### src/rtl/laplacian_edge_filter_3x3_luma_assert.svh
// ----------------------------------------------------------------------------
// Laplacian edge filter assertion macros
// Concurrent checks that compile away when SYNTH is defined.
// ----------------------------------------------------------------------------
`ifndef LAPLACIAN_EDGE_FILTER_3X3_LUMA_ASSERT_SVH
`define LAPLACIAN_EDGE_FILTER_3X3_LUMA_ASSERT_SVH

`ifndef SYNTH
// condition holds at every clock edge outside reset
`define LEF_ASSERT(label, clock, reset, expr) \
  label: assert property (@(posedge clock) disable iff (reset) (expr)) \
    else $error("laplacian filter check failed");
// consequent holds in the cycle after the antecedent
`define LEF_ASSERT_NEXT(label, clock, reset, ante, cons) \
  label: assert property (@(posedge clock) disable iff (reset) (ante) |=> (cons)) \
    else $error("laplacian filter check failed");
`else
`define LEF_ASSERT(label, clock, reset, expr)
`define LEF_ASSERT_NEXT(label, clock, reset, ante, cons)
`endif

`endif

### src/rtl/lef_pkg.sv
// ----------------------------------------------------------------------------
// Laplacian edge filter package
// Shared widths, codes, the decision struct and the luma conversion.
// ----------------------------------------------------------------------------
package lef_pkg;

  localparam int PIX_W      = 24;
  localparam int LUMA_W     = 8;
  localparam int CFG_DATA_W = 11;
  localparam int CFG_IDX_W  = 1;

  // reset frame size before clamping to the build limits
  localparam int WIDTH_RESET  = 800;
  localparam int HEIGHT_RESET = 600;
  localparam int DIM_MIN      = 3;

  // luma weights, sum is 256
  localparam logic [7:0] LUMA_R_COEF = 8'd77;
  localparam logic [7:0] LUMA_G_COEF = 8'd150;
  localparam logic [7:0] LUMA_B_COEF = 8'd29;

  localparam logic [LUMA_W-1:0] LUMA_MAX = 8'hff;

  // kind of an input beat
  localparam logic OP_PIXEL = 1'b0;
  localparam logic OP_DRAIN = 1'b1;

  // configuration register indexes
  typedef enum logic [CFG_IDX_W-1:0] {
    REG_IMAGE_WIDTH  = 1'b0,
    REG_IMAGE_HEIGHT = 1'b1
  } lef_reg_t;

  // per-beat decision taken at input
  typedef struct packed {
    logic emit;
    logic border;
    logic eof;
  } lef_dec_t;

  function automatic logic [LUMA_W-1:0] lef_luma(input logic [PIX_W-1:0] rgb);
    logic [15:0] r_term;
    logic [15:0] g_term;
    logic [15:0] b_term;
    logic [15:0] sum;
    r_term = 16'(rgb[23:16]) * 16'(LUMA_R_COEF);
    g_term = 16'(rgb[15:8])  * 16'(LUMA_G_COEF);
    b_term = 16'(rgb[7:0])   * 16'(LUMA_B_COEF);
    sum    = r_term + g_term + b_term;
    return sum[15:8];
  endfunction

endpackage

### src/rtl/lef_ctrl.sv
// ----------------------------------------------------------------------------
// Laplacian edge filter position control
// Frame size registers, input and output raster counters and the pending
// count; decides per beat whether a result is produced and its border flags.
// ----------------------------------------------------------------------------
module lef_ctrl #(
  parameter int MAX_WIDTH  = 1024,
  parameter int MAX_HEIGHT = 1024
) (
  input  logic                               clk,
  input  logic                               rst,
  input  logic                               cfg_we,
  input  logic [lef_pkg::CFG_IDX_W-1:0]      cfg_index,
  input  logic [lef_pkg::CFG_DATA_W-1:0]     cfg_data,
  input  logic                               accept,
  input  logic                               op,
  output logic [$clog2(MAX_WIDTH)-1:0]       col,
  output lef_pkg::lef_dec_t                  dec
);
  import lef_pkg::*;

  localparam int COL_W  = $clog2(MAX_WIDTH);
  localparam int ROW_W  = $clog2(MAX_HEIGHT);
  localparam int WID_W  = $clog2(MAX_WIDTH + 1);
  localparam int HGT_W  = $clog2(MAX_HEIGHT + 1);
  localparam int PEND_W = $clog2(MAX_WIDTH + 2);
  localparam int WIDTH_INIT  = (MAX_WIDTH < WIDTH_RESET) ? MAX_WIDTH : WIDTH_RESET;
  localparam int HEIGHT_INIT = (MAX_HEIGHT < HEIGHT_RESET) ? MAX_HEIGHT : HEIGHT_RESET;

  logic [WID_W-1:0]  width;
  logic [HGT_W-1:0]  height;
  logic [COL_W-1:0]  in_col, in_col_next;
  logic [ROW_W-1:0]  in_row, in_row_next;
  logic [COL_W-1:0]  out_col, out_col_next;
  logic [ROW_W-1:0]  out_row, out_row_next;
  logic [PEND_W-1:0] pend, pend_next;
  logic [WID_W-1:0]  width_m1;
  logic [HGT_W-1:0]  height_m1;
  logic              in_col_last, in_row_last, out_col_last, out_row_last;
  logic              pend_full, at_start, emit;

  function automatic logic [WID_W-1:0] clamp_width(input logic [CFG_DATA_W-1:0] v);
    int vi;
    vi = int'(v);
    if (vi < DIM_MIN) return WID_W'(DIM_MIN);
    if (vi > MAX_WIDTH) return WID_W'(MAX_WIDTH);
    return WID_W'(vi);
  endfunction

  function automatic logic [HGT_W-1:0] clamp_height(input logic [CFG_DATA_W-1:0] v);
    int vi;
    vi = int'(v);
    if (vi < DIM_MIN) return HGT_W'(DIM_MIN);
    if (vi > MAX_HEIGHT) return HGT_W'(MAX_HEIGHT);
    return HGT_W'(vi);
  endfunction

  // position compares
  assign width_m1     = width - WID_W'(1);
  assign height_m1    = height - HGT_W'(1);
  assign in_col_last  = (WID_W'(in_col) == width_m1);
  assign in_row_last  = (HGT_W'(in_row) == height_m1);
  assign out_col_last = (WID_W'(out_col) == width_m1);
  assign out_row_last = (HGT_W'(out_row) == height_m1);
  assign pend_full    = (pend == PEND_W'(width) + PEND_W'(1));
  assign at_start     = (in_col == '0) && (in_row == '0);

  // result decision for the beat at the input
  always_comb begin
    if (op == OP_DRAIN) begin
      emit = at_start && (pend != '0);
    end else begin
      emit = pend_full;
    end
    dec.emit   = emit;
    dec.border = (out_row == '0) || out_row_last || (out_col == '0) || out_col_last;
    dec.eof    = out_row_last && out_col_last;
  end

  assign col = in_col;

  // counter advance
  always_comb begin
    in_col_next  = in_col;
    in_row_next  = in_row;
    out_col_next = out_col;
    out_row_next = out_row;
    pend_next    = pend;
    if (op == OP_PIXEL) begin
      in_col_next = in_col_last ? '0 : in_col + COL_W'(1);
      if (in_col_last) begin
        in_row_next = in_row_last ? '0 : in_row + ROW_W'(1);
      end
      if (!emit) begin
        pend_next = pend + PEND_W'(1);
      end
    end else if (emit) begin
      pend_next = pend - PEND_W'(1);
    end
    if (emit) begin
      out_col_next = out_col_last ? '0 : out_col + COL_W'(1);
      if (out_col_last) begin
        out_row_next = out_row_last ? '0 : out_row + ROW_W'(1);
      end
    end
  end

  // frame size registers and counters; a register write restarts the frame
  always_ff @(posedge clk) begin
    if (rst) begin
      width   <= WID_W'(WIDTH_INIT);
      height  <= HGT_W'(HEIGHT_INIT);
      in_col  <= '0;
      in_row  <= '0;
      out_col <= '0;
      out_row <= '0;
      pend    <= '0;
    end else if (cfg_we) begin
      case (lef_reg_t'(cfg_index))
        REG_IMAGE_WIDTH:  width  <= clamp_width(cfg_data);
        REG_IMAGE_HEIGHT: height <= clamp_height(cfg_data);
        default: ;
      endcase
      in_col  <= '0;
      in_row  <= '0;
      out_col <= '0;
      out_row <= '0;
      pend    <= '0;
    end else if (accept) begin
      in_col  <= in_col_next;
      in_row  <= in_row_next;
      out_col <= out_col_next;
      out_row <= out_row_next;
      pend    <= pend_next;
    end
  end

endmodule

### config.mk
export PLATFORM = sky130hd
export DESIGN_NAME = lef_ctrl
export DESIGN_NICKNAME = d
export VERILOG_FILES = /design/src/rtl/laplacian_edge_filter_3x3_luma_assert.svh /design/src/rtl/lef_pkg.sv /design/src/rtl/lef_ctrl.sv
export SDC_FILE = /design/constraint.sdc
export NUM_CORES = 1
export LEC_CHECK = 0
export BUFFER_PORTS_ARGS = -buffer_cell sky130_fd_sc_hd__buf_2
export CAP_MARGIN = 30
export CORE_MARGIN = 3
export CORE_UTILIZATION = 25
export CTS_CLUSTER_DIAMETER = 50
export DETAILED_ROUTE_END_ITERATION = 8
export GPL_TIMING_DRIVEN = 1
export RECOVER_POWER = 50
export SETUP_SLACK_MARGIN = 0.5
export SYNTH_ARGS = -nofsm -noshare
export SYNTH_HDL_FRONTEND = slang
export SYNTH_SLANG_ARGS = --single-unit
### constraint.sdc
create_clock -name clk -period 11.05 [get_ports clk]
set_input_delay 3.315 -clock clk [delete_from_list [all_inputs] [get_ports clk]]
set_output_delay 3.315 -clock clk [all_outputs]
set_load 0.02 [all_outputs]
==> summary by stage <==
Logic synthesis
The number of warning messages in the yosys log is 0. After synthesis, the share of flip-flops with an asynchronous set or reset is 0. The net count after synthesis is 711. The commonest cells after synthesis are sky130_fd_sc_hd__dfxtp_1 (73), sky130_fd_sc_hd__nor2_1 (65), sky130_fd_sc_hd__xnor2_1 (53). The count of different cell masters after synthesis is about 70. The biggest area consumer among synthesized cells is sky130_fd_sc_hd__dfxtp_1. After synthesis the cells add up to approximately 0.0054 sq mm.

The share of synthesized area in the top cell type comes to 0.271. The most frequent cell after synthesis is sky130_fd_sc_hd__dfxtp_1. After synthesis, the cell types taking the most area are sky130_fd_sc_hd__dfxtp_1 (27%), sky130_fd_sc_hd__xnor2_1 (8.6%), sky130_fd_sc_hd__xor2_1 (5.2%), sky130_fd_sc_hd__ha_1 (4.6%), sky130_fd_sc_hd__nor2_1 (4.5%). In the synthesized netlist, the number of instances is 673. In this run, synthesis produced a sequential element count of 73. The synthesized area per cell is roughly 8 sq um. The share of the Yosys chip area taken by registers is 0.271.

The most used flip-flop cell after synthesis is sky130_fd_sc_hd__dfxtp_1. The count of flip-flops with a built-in enable after synthesis is 0.

Global routing
The pin count of the biggest net entering global routing is 25. The total overflow left after global routing is 0. In the global route stage, overall resource usage came out at 0.119.

The initial antenna violation count was 0. The first global-routing pass estimated approximately 23000 um of wire. The number of global-route vias before repair is about 4400.

Critical path
The count of buffer and inverter cells on the critical path is 4. STA puts the critical path data required time at a little under 8 ns. The critical path is of the in -> out type.

The largest single stage delay on the critical path is 0.50 ns. The logic depth of the worst register-to-register path is 10. The endpoint kind of the worst setup timing path is a primary output. The destination of the worst register-to-register timing path is in_row[5]. Tracing the worst setup path back leads to its startpoint at op. The peak fanout along the critical path is 13.

The family with the most delay on the worst path is buffers and inverters. The cell type of the slowest stage on the worst timing path is sky130_fd_sc_hd__a31oi_1. The critical path runs through a total of 7 cells. The startpoint kind of the worst setup timing path is an input pin. The arrival time of data at the critical path endpoint is roughly 5.2 ns.

The setup check on the worst reg-to-reg path leaves a slack of ~6.9 ns. The launching point of the worst reg2reg path is width[0]. Walking the worst path, the cells encountered are clkbuf_1, clkinv_1, nand4_1, nor4_1, a31oi_1, inv_1, buf_2.

Power and ir drop
The internal power is a little under 0.0005 W. For this design the static power due to leakage is around 2.1 nW. The maximum VDD drop is 0.0744 mV. Of the total power, the share spent switching nets is 0.268.

Of the total power, the clock network draws 0.448. The design draws roughly 0.00068 W. The portion of total power attributed to combinational logic is 0.135. For this design the total switching power over the nets is around 0.00018 W.

The register share of total power is 0.417. The cell area power density is roughly 110 mW/mm^2.

STA
Setup repair after global routing left no endpoint under its margin. Summed over all failing endpoints, the final setup total negative slack is 0 ns. Of the available clock period, the critical path in the final layout requires 0.772. Between clock sinks in the finished design, the worst skew comes to slightly below 0.005 ns. The fmax is around 120 MHz. The clock period minus worst slack is between 8 and 9 ns. The final setup slack of the worst path is around 2.5 ns. Setup violations remaining at the end of the flow were counted as 0. The slew at the pin with the worst max-slew slack is roughly 1.2 ns. The final-report max-slew violation count came to 0.

The final hold violation count was 0. The worst-case headroom to the max-slew limit is 0.175.

CTS
The total number of clock tree sinks is 73. The post-CTS setup buffer count is 0. The total of hold buffers inserted after clock tree synthesis is 0. Clock-pin slew was measured on the worst setup and hold paths at roughly 0.060 ns. The buffer levels on the longest clock path is 2. The clock tree from TritonCTS is done. The clock latency reported for the late side of the worst-skew pair is approximately 0.35 ns. The CTS root buffer is sky130_fd_sc_hd__clkbuf_16. In this run the number of H-tree levels came out at 3.

The total CTS buffers is 9. The post-cts repair resize count is 0.

Finish
The area growth from synthesis to layout is 10.9%. Once layout is done, the placed cells without fillers occupy around 0.006 sq mm. The fraction of layout instances using a drive strength above 1 is 0.0660. The antenna diode instance count is 0. The number of nets in the final layout is a little over 700.

Die
The overall die width is between 150 and 200 um. The area of the die is between 0.02 and 0.025 sq mm. The initialized floorplan defines 53 standard-cell rows.

The effective utilization at floorplan is 0.256. During I/O placement, the number of pins put on the boundary was 30. Measured along the y axis, the die boundary spans approximately 150 um. After floorplanning, the core was sized to cover between 0.02 and 0.025 sq mm.

Place
At the placement stage, the worst setup path has a slack of 2.90 ns. The final HPWL from detailed placement is 10100 um. Summing all placed instances gives a cell area of about 0.0057 sq mm. The number of buffers added on ports is 29. At the end of routability-driven placement, the weighted congestion stood at approximately 0.85.

Detailed routing
The first-pass iteration count of the detailed router is 5. The final antenna-violating net count is 0. The average vias per placed instance is around 5.0. The detailed-route DRC error count is 0.

Dividing the detail-routed wire length by the instance count gives between 10 and 15 um. Wires add up to 13900 um. The initial DRC count is 430. Detailed routing inserted a total of roughly 4800 vias.

Worst hold path
The launch point of the worst hold path is height[10]. The end point of the worst hold path is height[10]. The path class of the tightest hold or removal check is reg -> reg. The cell depth of the worst min-delay path is 2.

Status
The run finished with clean final reports.

Flow run
Across the run, the number of max-cap violations was 0.
## routing by layer
| metal | part of all wire | vias up | track usage | wire length (um) |
|---|---|---|---|---|
| met5 | 0 | - | 0 | 0 |
| li1 | - | 2412 | - | - |
| met4 | 0.018 | 0 | 0.0424 | 247 |
| met1 | 0.51 | 2254 | 0.173 | 7050 |
| met2 | 0.43 | 116 | 0.172 | 5970 |
| met3 | 0.046 | 17 | 0.0255 | 633 |
## worst reg2reg max path, cell delays in order, from the launching register on
cell,delay [ns]
sky130_fd_sc_hd__dfxtp_1,0.46
sky130_fd_sc_hd__inv_1,0.12
sky130_fd_sc_hd__ha_1,0.21
sky130_fd_sc_hd__or4b_2,0.68
sky130_fd_sc_hd__xnor2_1,0.18
sky130_fd_sc_hd__and4_1,0.21
sky130_fd_sc_hd__o211ai_1,0.12
sky130_fd_sc_hd__nor4_1,1.05
sky130_fd_sc_hd__nand2b_1,0.52
sky130_fd_sc_hd__and2_1,0.38
sky130_fd_sc_hd__nor2_1,0.08
## kinds of logic (layout without fill, tap and decap cells)
logic type,Yosys count,after routing,synth area share
AND/OR/NAND/NOR,296,296,0.311
AO/OA/AOI/OAI,116,116,0.137
XOR/XNOR,90,90,0.159
flip-flops,73,73,0.271
buffers and inverters,68,77,0.0552
adder cells (fa/ha/maj),21,21,0.0501
multiplexers,9,9,0.0167
## power groups by stage
stage	sequential (W)	clock [W]	combinational (W)
6_report	0.000283	0.000304	0.0000917
5_1_grt	0.000284	0.000324	0.000101
3_5_place_dp	0.000289	0	0.0000920
3_3_place_gp	0.000288	0	0.0000909
4_1_cts	0.000283	0.000312	0.0000927
2_1_floorplan	0.000279	0	0.0000800
## area by class of cell
cell class                 instances  area [sq um]
clock buffer                      12           256
clock inverter                     4          51.3
fill                            2308         15100
inverter                          29           109
multi-input combinational        532          3610
sequential                        73          1460
tap                              275           344
timing repair buffer              32           148
## sequential cells by signal, indices dropped and copies added, names as in the netlist
signal / cells
out_row: 10
col: 10
out_col: 10
in_row: 10
width: 11
height: 11
pend: 11
## worst max path at each step
stage                   to
floorplan           dec[2]
global route        dec[2]
global placement    dec[2]
detailed placement  dec[2]
finish              dec[2]
CTS                 dec[2]
## per-stage QoR
step           hold WS [ns]  cells  utilization
2_1_floorplan         0.449    673            -
3_3_place_gp          0.468    941        0.271
3_5_place_dp          0.465    941        0.271
4_1_cts               0.473    957        0.286
5_1_grt               0.492    957        0.284
6_report              0.473    957        0.284
## cell usage in the layout (no fill, tap or decap), types with 7 or more instances in the layout
cell / instances
sky130_fd_sc_hd__clkbuf_16: 9
sky130_fd_sc_hd__or4b_1: 7
sky130_fd_sc_hd__ha_1: 20
sky130_fd_sc_hd__xor2_1: 32
sky130_fd_sc_hd__mux2i_1: 9
sky130_fd_sc_hd__or3_1: 8
sky130_fd_sc_hd__inv_1: 27
sky130_fd_sc_hd__xnor2_1: 53
sky130_fd_sc_hd__a211o_1: 10
sky130_fd_sc_hd__o21ai_0: 19
sky130_fd_sc_hd__nor4_1: 19
sky130_fd_sc_hd__nand3b_1: 9
sky130_fd_sc_hd__nor3b_1: 14
sky130_fd_sc_hd__nand2_1: 47
sky130_fd_sc_hd__nand3_1: 23
sky130_fd_sc_hd__a21oi_1: 44
sky130_fd_sc_hd__buf_2: 16
sky130_fd_sc_hd__a31oi_1: 8
sky130_fd_sc_hd__nand2b_1: 9
sky130_fd_sc_hd__and2_1: 7
sky130_fd_sc_hd__nor3_1: 24
sky130_fd_sc_hd__nor2b_1: 9
sky130_fd_sc_hd__clkbuf_1: 15
sky130_fd_sc_hd__dfxtp_1: 73
sky130_fd_sc_hd__nand4_1: 14
sky130_fd_sc_hd__and3_1: 11
sky130_fd_sc_hd__nor2_1: 65
Power figures use the tool's default switching activity.
