**config.mk**
```make
export PLATFORM = sky130hd
export DESIGN_NAME = lef_window
export DESIGN_NICKNAME = d
export VERILOG_FILES = /design/src/rtl/laplacian_edge_filter_3x3_luma_assert.svh /design/src/rtl/lef_pkg.sv /design/src/rtl/lef_window.sv
export SDC_FILE = /design/constraint.sdc
export NUM_CORES = 1
export LEC_CHECK = 0
export BUFFER_PORTS_ARGS = -buffer_cell sky130_fd_sc_hd__buf_4
export CAP_MARGIN = 20
export CORE_ASPECT_RATIO = 1.2
export CORE_UTILIZATION = 61
export DETAILED_ROUTE_END_ITERATION = 7
export GPL_TIMING_DRIVEN = 0
export PLACE_DENSITY = 0.85
export SLEW_MARGIN = 10
export SYNTH_ARGS = -nofsm -noshare
export SYNTH_HDL_FRONTEND = slang
export SYNTH_SLANG_ARGS = --single-unit
```
**constraint.sdc**
```tcl
create_clock -name clk -period 10.22 [get_ports clk]
set_input_delay 2.044 -clock clk [delete_from_list [all_inputs] [get_ports clk]]
set_output_delay 2.044 -clock clk [all_outputs]
set_load 0.05 [all_outputs]
```
**src/rtl/laplacian_edge_filter_3x3_luma_assert.svh**
```systemverilog
// ----------------------------------------------------------------------------
// Laplacian edge filter assertion macros
// Concurrent checks that compile away when SYNTH is defined.
// ----------------------------------------------------------------------------
`ifndef LAPLACIAN_EDGE_FILTER_3X3_LUMA_ASSERT_SVH
`define LAPLACIAN_EDGE_FILTER_3X3_LUMA_ASSERT_SVH

`ifndef SYNTH
// condition holds at every clock edge outside reset
`define LEF_ASSERT(label, clock, reset, expr) \
  label: assert property (@(posedge clock) disable iff (reset) (expr)) \
    else $error("laplacian filter check failed");
// consequent holds in the cycle after the antecedent
`define LEF_ASSERT_NEXT(label, clock, reset, ante, cons) \
  label: assert property (@(posedge clock) disable iff (reset) (ante) |=> (cons)) \
    else $error("laplacian filter check failed");
`else
`define LEF_ASSERT(label, clock, reset, expr)
`define LEF_ASSERT_NEXT(label, clock, reset, ante, cons)
`endif

`endif

```
**src/rtl/lef_pkg.sv**
```systemverilog
// ----------------------------------------------------------------------------
// Laplacian edge filter package
// Shared widths, codes, the decision struct and the luma conversion.
// ----------------------------------------------------------------------------
package lef_pkg;

  localparam int PIX_W      = 24;
  localparam int LUMA_W     = 8;
  localparam int CFG_DATA_W = 11;
  localparam int CFG_IDX_W  = 1;

  // reset frame size before clamping to the build limits
  localparam int WIDTH_RESET  = 800;
  localparam int HEIGHT_RESET = 600;
  localparam int DIM_MIN      = 3;

  // luma weights, sum is 256
  localparam logic [7:0] LUMA_R_COEF = 8'd77;
  localparam logic [7:0] LUMA_G_COEF = 8'd150;
  localparam logic [7:0] LUMA_B_COEF = 8'd29;

  localparam logic [LUMA_W-1:0] LUMA_MAX = 8'hff;

  // kind of an input beat
  localparam logic OP_PIXEL = 1'b0;
  localparam logic OP_DRAIN = 1'b1;

  // configuration register indexes
  typedef enum logic [CFG_IDX_W-1:0] {
    REG_IMAGE_WIDTH  = 1'b0,
    REG_IMAGE_HEIGHT = 1'b1
  } lef_reg_t;

  // per-beat decision taken at input
  typedef struct packed {
    logic emit;
    logic border;
    logic eof;
  } lef_dec_t;

  function automatic logic [LUMA_W-1:0] lef_luma(input logic [PIX_W-1:0] rgb);
    logic [15:0] r_term;
    logic [15:0] g_term;
    logic [15:0] b_term;
    logic [15:0] sum;
    r_term = 16'(rgb[23:16]) * 16'(LUMA_R_COEF);
    g_term = 16'(rgb[15:8])  * 16'(LUMA_G_COEF);
    b_term = 16'(rgb[7:0])   * 16'(LUMA_B_COEF);
    sum    = r_term + g_term + b_term;
    return sum[15:8];
  endfunction

endpackage

```
**src/rtl/lef_window.sv**
```systemverilog
// ----------------------------------------------------------------------------
// Laplacian edge filter window
// 3x3 luma window that shifts in one column per pixel, and the clamped
// Laplacian of the window as it stands after the shift.
// ----------------------------------------------------------------------------
module lef_window (
  input  logic                        clk,
  input  logic                        rst,
  input  logic                        clear,
  input  logic                        shift,
  input  logic [lef_pkg::LUMA_W-1:0]  top,
  input  logic [lef_pkg::LUMA_W-1:0]  mid,
  input  logic [lef_pkg::LUMA_W-1:0]  bot,
  output logic [lef_pkg::LUMA_W-1:0]  lap
);
  import lef_pkg::*;

  logic [LUMA_W-1:0]        win      [3][3];
  logic [LUMA_W-1:0]        win_next [3][3];
  logic [LUMA_W+2:0]        nb_sum;
  logic signed [LUMA_W+3:0] diff;

  // next window: shift left and load the new right column
  always_comb begin
    for (int i = 0; i < 3; i++) begin
      for (int j = 0; j < 3; j++) begin
        win_next[i][j] = win[i][j];
      end
    end
    if (shift) begin
      for (int i = 0; i < 3; i++) begin
        win_next[i][0] = win[i][1];
        win_next[i][1] = win[i][2];
      end
      win_next[0][2] = top;
      win_next[1][2] = mid;
      win_next[2][2] = bot;
    end
  end

  // eight times centre minus the neighbours, clamped to a byte
  always_comb begin
    nb_sum = '0;
    for (int i = 0; i < 3; i++) begin
      for (int j = 0; j < 3; j++) begin
        if (i != 1 || j != 1) begin
          nb_sum = nb_sum + (LUMA_W+3)'(win_next[i][j]);
        end
      end
    end
    diff = $signed({1'b0, win_next[1][1], 3'b000}) - $signed({1'b0, nb_sum});
    if (diff < 0) begin
      lap = '0;
    end else if (diff > $signed((LUMA_W+4)'(LUMA_MAX))) begin
      lap = LUMA_MAX;
    end else begin
      lap = diff[LUMA_W-1:0];
    end
  end

  // window registers
  always_ff @(posedge clk) begin
    if (rst || clear) begin
      for (int i = 0; i < 3; i++) begin
        for (int j = 0; j < 3; j++) begin
          win[i][j] <= '0;
        end
      end
    end else begin
      for (int i = 0; i < 3; i++) begin
        for (int j = 0; j < 3; j++) begin
          win[i][j] <= win_next[i][j];
        end
      end
    end
  end

endmodule

```
==> flow_results.org, run 1 <==
** Yosys
- Sequential cells were found to cover 31.6% of the synthesized design area.
- The number of nets in the synthesized netlist is ~530.
- In this run, synthesis produced a sequential element count of 72.
- Share of flip-flops with an asynchronous set or reset :: 0%
- The netlist uses 34 different library cells.
- Among all flip-flop cells after synthesis, the most frequent one is sky130_fd_sc_hd__dfxtp_1.
- By area the synthesized netlist is led by sky130_fd_sc_hd__dfxtp_1 (32%), sky130_fd_sc_hd__fa_1 (23%), sky130_fd_sc_hd__mux2i_1 (11%).
- Of the post-synthesis cell area, the dominant cell type holds 31.6%.
- Synthesized area divided by synthesized cell count :: about 11 sq um
- For this run, the number of Yosys warnings is 0.
- Largest area contributor in the netlist :: sky130_fd_sc_hd__dfxtp_1
- Synthesis produced a netlist whose cell count is 430.
- Number of flops mapped to enable cells by yosys :: 0
- Summing every instance area after synthesis gives approximately 0.0046 sq mm.

** STA
- Final clock period utilization by the worst path :: about 95%
- The number of hold violations in the final report is 0.
- Top achievable clock speed :: 0.103 GHz
- For the final routed database, the setup TNS stands at 0 ns.
- Measured against its own limit, the worst slew margin works out to 46.5%.
- The worst path meets setup with between 0.5 and 0.6 ns of slack.
- Final Skew :: ~0.0062 ns
- The final-report max-slew violation count came to 0.
- At the pin with the least slew margin, the transition time is between 0.8 and 0.9 ns.
- Worst Hold Margin :: around 0.53 ns
- Final Setup Violations :: 0
- The worst path needs roughly 9.7 ns of the cycle, external delays included.
- RSZ-0062 raised after global routing :: no

** Drt
- Dividing the detail-routed wire length by the instance count gives 16.5 um.
- Post-route DRC :: 0
- In the routed layout, each cell is associated on average with a via count of around 5.3.
- Summed over all layers, the routed wires come to ~9400 um.
- After the first detailed-routing iteration, the DRC count stood at around 100.
- DR vias :: around 3000
- Before antenna repair, the detailed router went through 4 iterations.
- Antenna Nets Post-Route :: 0

** Power
- Power density over the cells :: around 220 mW/mm^2
- Overall power consumption after layout is estimated at 1.11 mW.
- For this design the static power due to leakage is about 2.4 nW.
- Worst vdd rail ir drop :: 0.157 mV

** Cells and area
- At the end of the flow, the number of nets in the layout was 571.
- The area growth from synthesis to layout is 12.5%.
- Largest register FFs :: just over 70
- Counting flops per register, the top entry is win.
- Cells with a size suffix above 1 make up 18.0% of the layout.
- Largest registers :: win: 72 flops
- The repair_antennas step left the layout with diodes totalling 0.
- The finished layout holds 568 standard cells, fillers aside.

** Min path
- Type of the worst min-delay path :: reg -> reg
- WHS Path Cells :: 2

** CTS
- Counting every sink on the clock net gives roughly 70.
- CTS tree :: done
- In this run the post-CTS setup repair buffer count came out at 0.
- Register clock-pin slew on the reported worst setup and hold paths :: 0.07 ns
- No sink is reached through more buffers than the 2 on the longest clock path.
- Buffers inserted during clock tree synthesis total 9.
- The later pin in the worst-skew pair is clocked with a latency of around 0.34 ns.
- Buffer cell driving the clock tree root :: sky130_fd_sc_hd__clkbuf_8
- The H-tree was split into 3 levels.

** Critical path
- In this design, the stage delay of the slowest critical-path cell is approximately 0.64 ns.
- Counting both buffers and inverters, the worst setup path holds a total of 5.
- Counting cells, the worst reg-to-reg path comes to 2.
- The worst setup path is launched from an input port.
- At the worst endpoint, the required time is 8.18 ns.
- Cell family with the largest share of critical-path delay :: adder cells
- Arr. time, crit path :: 7.66 ns
- The signal on the critical path passes through buf_6 -> clkbuf_1 -> mux2_2 -> fa_1 -> fa_1 -> inv_1 -> fa_1 -> fa_1 -> inv_1 -> ha_1 -> a211oi_1 -> nand2_1 -> o31ai_1 -> xnor2_1 -> o2111ai_4 -> o31a_1 -> buf_4.
- On the critical path, the stage with the largest delay is an instance of sky130_fd_sc_hd__clkbuf_1.
- Crit. End Element :: primary output
- Among the stages of the critical path, the cell type that occurs most often is sky130_fd_sc_hd__fa_1.
- Along the worst path, the maximum fanout reaches 19.
- Type of the worst setup path :: in -> out
- Number of logic stages on the critical path including buffering :: 17

** Floorplan
- The die covers roughly 0.008 sq mm.
- Number of primary I/O pins :: 36
- Die Span Y :: approximately 97 um
- The core region is between 0.007 and 0.008 sq mm.
- The floorplan step set the die width to between 80 and 90 um.
- Row count :: 34
- Initial core utilization :: a little over three fifths

** Global routing
- Entering global routing, the biggest net connects 12 pins.
- For this run, the total global-route usage over all layers was measured as between 20% and 30%.
- Total congestion overflow after global routing :: 0
- Vias in the first global route :: approximately 3300
- Global-route wire length before repair :: between 15000 and 20000 um
- The number of antenna violations at the first check in global routing is 0.

** Placed design
- Buffers added on ports :: 34
- Timing analysis after detailed placement gives a worst setup slack of approximately 0.048 ns.
- The congestion estimate from routability-driven global placement came to approximately 0.82.
- Detailed placement finished with a half-perimeter wire length of between 7000 and 8000 um.
- Placed cell count :: roughly 550

** Job
- The tool flagged a number of max-cap violations equal to 0.

** Run status
- The flow ran to the end, and the final reports show no timing, DRC or antenna violations.
## where the power goes
part / internal [mW] / switching [mW]
Sequential: 0.284 / 0.00226
Combinational: 0.232 / 0.362
Clock: 0.131 / 0.103
## area by class of cell
class,count,area (sq um)
buffer,15,70.1
clock buffer,12,165
clock inverter,3,40.0
fill,528,2090
inverter,67,251
multi-input combinational,275,2800
sequential,72,1440
tap,90,113
timing repair buffer,34,255
## logic make-up after synthesis
| group | share of synthesized area [%] |
|---|---|
| compound gates | 5.23 |
| xor+xnor | 1.92 |
| fa+ha+maj | 27.6 |
| buf+inv | 7.07 |
| flops | 31.6 |
| mux | 17.5 |
| simple gates | 9.10 |
## stage by stage
| step | util (%) | area (sq um) |
|---|---|---|
| 6_report | 71.0 | 5140 |
| 5_1_grt | 71.0 | 5140 |
| 4_1_cts | 71.1 | 5140 |
| 3_5_place_dp | 68.2 | 4930 |
| 3_3_place_gp | 68.2 | 4930 |
| 2_1_floorplan | - | 4570 |
## path summary, 6_finish.rpt
path	from	endpoint	slack [ns]
worst max-delay path	shift	lap[7]	0.51
worst min-delay path	win[0][18]	win[0][18]	0.53
worst max register to register	win[0][24]	win[0][32]	9.28
worst min register to register	win[0][18]	win[0][18]	0.53
## cells in the final DEF (no fill, tap or decap), types with 2 or more instances in the layout
cell | Yosys | routed
sky130_fd_sc_hd__a21o_1 | 4 | 4
sky130_fd_sc_hd__a21oi_1 | 6 | 6
sky130_fd_sc_hd__buf_2 | 3 | 3
sky130_fd_sc_hd__buf_4 | 0 | 34
sky130_fd_sc_hd__clkbuf_1 | 10 | 9
sky130_fd_sc_hd__clkbuf_2 | 0 | 2
sky130_fd_sc_hd__clkbuf_8 | 0 | 12
sky130_fd_sc_hd__clkinv_2 | 0 | 2
sky130_fd_sc_hd__dfxtp_1 | 72 | 72
sky130_fd_sc_hd__fa_1 | 53 | 53
sky130_fd_sc_hd__ha_1 | 16 | 16
sky130_fd_sc_hd__inv_1 | 67 | 67
sky130_fd_sc_hd__mux2_2 | 24 | 24
sky130_fd_sc_hd__mux2i_1 | 49 | 49
sky130_fd_sc_hd__nand2_1 | 8 | 8
sky130_fd_sc_hd__nand2b_1 | 2 | 2
sky130_fd_sc_hd__nor2_1 | 51 | 51
sky130_fd_sc_hd__nor2b_1 | 24 | 24
sky130_fd_sc_hd__nor3b_1 | 2 | 2
sky130_fd_sc_hd__o21a_1 | 7 | 7
sky130_fd_sc_hd__o21ai_0 | 6 | 6
sky130_fd_sc_hd__xnor2_1 | 9 | 9
## cells in the mapped netlist, drive strengths merged (7+ instances only)
cell type and number:
clkbuf 10, dfxtp 72, fa 53, ha 16
inv 67, mux2 25, mux2i 50, nand2 8
nor2 51, nor2b 24, o21a 7, o21ai 7
xnor2 9
## layer usage
metal  share of wire, %  track usage, %  vias to the layer above
met1                 41            32.9                     1495
met3                3.6            5.57                       26
li1                   -               -                     1441
met5                  0               0                        -
met4                2.9            9.34                        0
met2                 52            48.4                       66
## tightest hold or removal path, cell delays in order (launching register included)
cell	delay (ns)
sky130_fd_sc_hd__dfxtp_1	0.32
sky130_fd_sc_hd__mux2i_1	0.08
sky130_fd_sc_hd__nor2_1	0.10
## repair_timing
item,in CTS,in global routing
hold buffers,0,0
endpoints found under the setup margin,0,8
gates resized for setup,0,3
Note: power is estimated with default switching activity, not from simulation.
==> run 2: changes to the inputs <==
==> constraint.sdc (replaced) <==
create_clock -name clk -period 10.22 [get_ports clk]
set_input_delay 3.066 -clock clk [delete_from_list [all_inputs] [get_ports clk]]
set_output_delay 3.066 -clock clk [all_outputs]
set_load 0.05 [all_outputs]
==> flow_results.org, run 2 (synthesized netlist as in run 1, its figures left out) <==
** Run status
- Outcome :: finished, violations left
- Violations in the final reports :: setup timing

** Critical path
- The number of cell instances on the worst register-to-register path came to 2 (unchanged).
- STA classifies the critical path endpoint as a primary output.
- Worst flop-to-flop path endpoint :: win[0][32]
- Arr. time, crit path :: 7.70 ns (+0.04 ns)
- Setup crit start kind :: input port
- By startpoint and endpoint, the worst setup path is classified as in -> out.
- The maximum fanout encountered on the critical timing path was 8 (-11).
- The slack of the worst reg-to-reg path is 9.20 ns (-0.08 ns).
- Worst endpoint required time :: 7.15 ns (-1.03 ns)
- Reg2Reg Launch Point :: win[0][32]

** Placed design
- Pre-CTS worst setup slack :: -0.662 ns (-0.711 ns)
- The port buffer count came to 34 (unchanged).
- The final weighted congestion in routability-driven placement was 0.797 (-2.3%).
- The total instance count after detailed placement is 554 (unchanged).
- The half-perimeter wire length after placement came to 7780 um (+11%).
- The area after detailed placement was 0.00545 sq mm (+10%).

** STA
- The final-report max-slew violation count was 0 (unchanged).
- The worst slew margin relative to its limit came to 48.7% (+2.2 points).
- The number of setup violations in the final report was 8 (+8).
- The post-route worst setup slack came to -0.542 ns (-1.05 ns).
- Setup Total Neg Slack :: -4.17 ns (-4.17 ns)
- The slew at the pin with the worst max-slew slack came to 0.770 ns (-0.0327 ns).
- Top achievable clock speed :: 0.0929 GHz (-9.8%)
- Number of hold violations in the final report :: 0 (unchanged)
- The clock period minus worst slack came to 10.76 ns (+1.05 ns).
- Setup repair after global routing could not meet its margin everywhere.
- Final Skew :: 0.0128 ns (+0.00657 ns)
- Final clock period utilization by the worst path :: 105% (+10 points)

** Power
- Power density over the cells :: 240 mW/mm^2 (+11%)
- The overall power of the completed layout is 1.49 mW (+34%).
- The total leakage power is 2.61 nW (+10%).
- The maximum vdd ir drop came to 0.402 mV (+160%).

** Floorplan
- The boundary pin count was 36 (unchanged).
- The height of the die came to 96.8 um (unchanged).
- Initial core utilization :: 63.1% (unchanged)
- Placeable core area :: 0.00723 sq mm (unchanged)
- Row count :: 34 (unchanged)
- The die outline area came to 0.00784 sq mm (unchanged).
- Width of the die :: 81.0 um (unchanged)

** Global routing
- Pin count of the biggest net entering global routing :: 13 (+1)
- The combined global-route utilization of all metal layers came to 33.0% (+5.4 points).
- Vias in the first global route :: 3744 (+14%)
- The number of antenna violations at the first check in global routing is 0 (unchanged).
- The global-route wire length before repair was 18600 um (+18%).
- Total congestion overflow after global routing :: 0 (unchanged)

** Drt
- The number of violations reported at the end of detailed-routing iteration 0 was 236 (+140%).
- The DRC violation count after routing is 0 (unchanged).
- Routed len/inst :: 20.6 um (+24%)
- The via count was 3400 (+12%).
- Antenna Nets Post-Route :: 0 (unchanged)
- Detailed-routing iteration count for the pre-antenna-repair pass :: 4 (unchanged)
- Vias per cell :: 5.68 (+6.5%)
- Routed wire length :: 12300 um (+31%)

** Min path
- The number of cells on the worst hold path was 2 (unchanged).
- Type of the worst min-delay path :: reg -> reg
- Hold wc startpoint :: win[0][71]
- The worst hold path terminates at win[0][71].

** Cells and area
- Register bank with the most flops :: win
- The number of inserted filler cells in the final layout came to 348 (-34%).
- Largest register FFs :: 72 (unchanged)
- Leaving out fill and tap cells, the most frequent cells in the layout are sky130_fd_sc_hd__dfxtp_1 (72), sky130_fd_sc_hd__inv_1 (54), sky130_fd_sc_hd__nor2_1 (51), sky130_fd_sc_hd__buf_4 (50), sky130_fd_sc_hd__fa_1 (46).
- Leaving out fill and tap cells, the most frequent cell in the layout is sky130_fd_sc_hd__dfxtp_1.
- Design area :: 0.00623 sq mm (+21%)
- The largest registers in the layout are win: 72 flops.
- Number of nets in the final layout :: 602 (+5.4%)
- The number of cells in the finished layout apart from fillers is 599 (+5.5%).
- The ratio of cells with drive above 1 in the final layout was 38.1% (+20 points).
- Relative to the synthesized area, the layout overhead comes to 36.4%.
- Number of antenna cells inserted :: 0 (unchanged)

** CTS
- Buffer cell driving the clock tree root :: sky130_fd_sc_hd__clkbuf_8
- Register clock-pin slew on the reported worst setup and hold paths :: 0.08 ns (about the same)
- TritonCTS sink count :: 72 (unchanged)
- Number of clock buffers inserted by TritonCTS :: 9 (unchanged)
- Clock network latency to the later pin of the worst-skew pair :: 0.35 ns (about the same)
- The deepest level of the CTS H-tree came to 3 (unchanged).
- The maximum clock path buffer count is 2 (unchanged).
- TritonCTS built the clock tree.

** Job
- Total of max-cap violations :: 0 (unchanged)
run 2: per-layer routing:
layer / global-route usage [%] / up-vias / share of wire [%]
met5: 0 / - / 0
met4: 14.8 / 0 / 3.8
met3: 6.89 / 39 / 3.9
met2: 54.2 / 145 / 54
met1: 41.2 / 1706 / 39
li1: - / 1510 / -
run 2: how the worst max path moves through the flow:
| stage | startpoint | slack, ns | to |
|---|---|---|---|
| 6_report | shift | -0.54 | lap[7] |
| 3_5_place_dp | shift | -0.66 | lap[7] |
| 4_1_cts | shift | -0.50 | lap[2] |
| 3_3_place_gp | shift | -0.57 | lap[7] |
| 5_1_grt | shift | -0.65 | lap[2] |
| 2_1_floorplan | shift | -0.20 | lap[7] |
run 2: power breakdown:
group	internal, mW	total, mW	switching (mW)
Clock	0.135	0.246	0.111
Sequential	0.284	0.288	0.00356
Combinational	0.457	0.960	0.504
Total	0.876	1.49	0.618
run 2: what timing repair did:
action / 4_1_cts / 5_1_grt
buffers inserted: 22 / 7
setup endpoints to repair: 8 / 8
pin swaps: 31 / 23
gates cloned: 1 / 0
hold buffers: 0 / 0
gates resized for setup: 49 / 20
run 2: worst max-delay path: stages:
cell and delay [ns]:
sky130_fd_sc_hd__buf_16 0.13, sky130_fd_sc_hd__clkbuf_16 0.17, sky130_fd_sc_hd__buf_16 0.16, sky130_fd_sc_hd__buf_4 0.15
sky130_fd_sc_hd__mux2i_4 0.18, sky130_fd_sc_hd__fa_2 0.59, sky130_fd_sc_hd__fa_2 0.44, sky130_fd_sc_hd__fa_1 0.50
sky130_fd_sc_hd__inv_1 0.07, sky130_fd_sc_hd__fa_1 0.50, sky130_fd_sc_hd__inv_2 0.05, sky130_fd_sc_hd__ha_4 0.24
sky130_fd_sc_hd__a21oi_4 0.18, sky130_fd_sc_hd__o21ai_4 0.09, sky130_fd_sc_hd__buf_4 0.15, sky130_fd_sc_hd__o21ai_0 0.18
sky130_fd_sc_hd__mux2_2 0.36, sky130_fd_sc_hd__o31a_4 0.34, sky130_fd_sc_hd__buf_6 0.15
run 2: layout make-up:
type,instances,area (sq um),share of cell area (%)
clock inverters,6,85.1,1.37
repair buffers,64,579,9.30
clock buffers,9,124,1.99
plain buffers,16,230,3.70
inverters,67,251,4.04
flip-flops and latches,72,1440,23.2
well taps,90,113,1.81
multi-input cells,275,3400,54.6
run 2: metrics by stage:
step / hold slack (ns) / util [%]
global route: 0.584 / 86.1
floorplan: 0.477 / -
finish: 0.539 / 86.1
global placement: 0.502 / 75.4
CTS: 0.540 / 84.2
detailed placement: 0.511 / 75.4
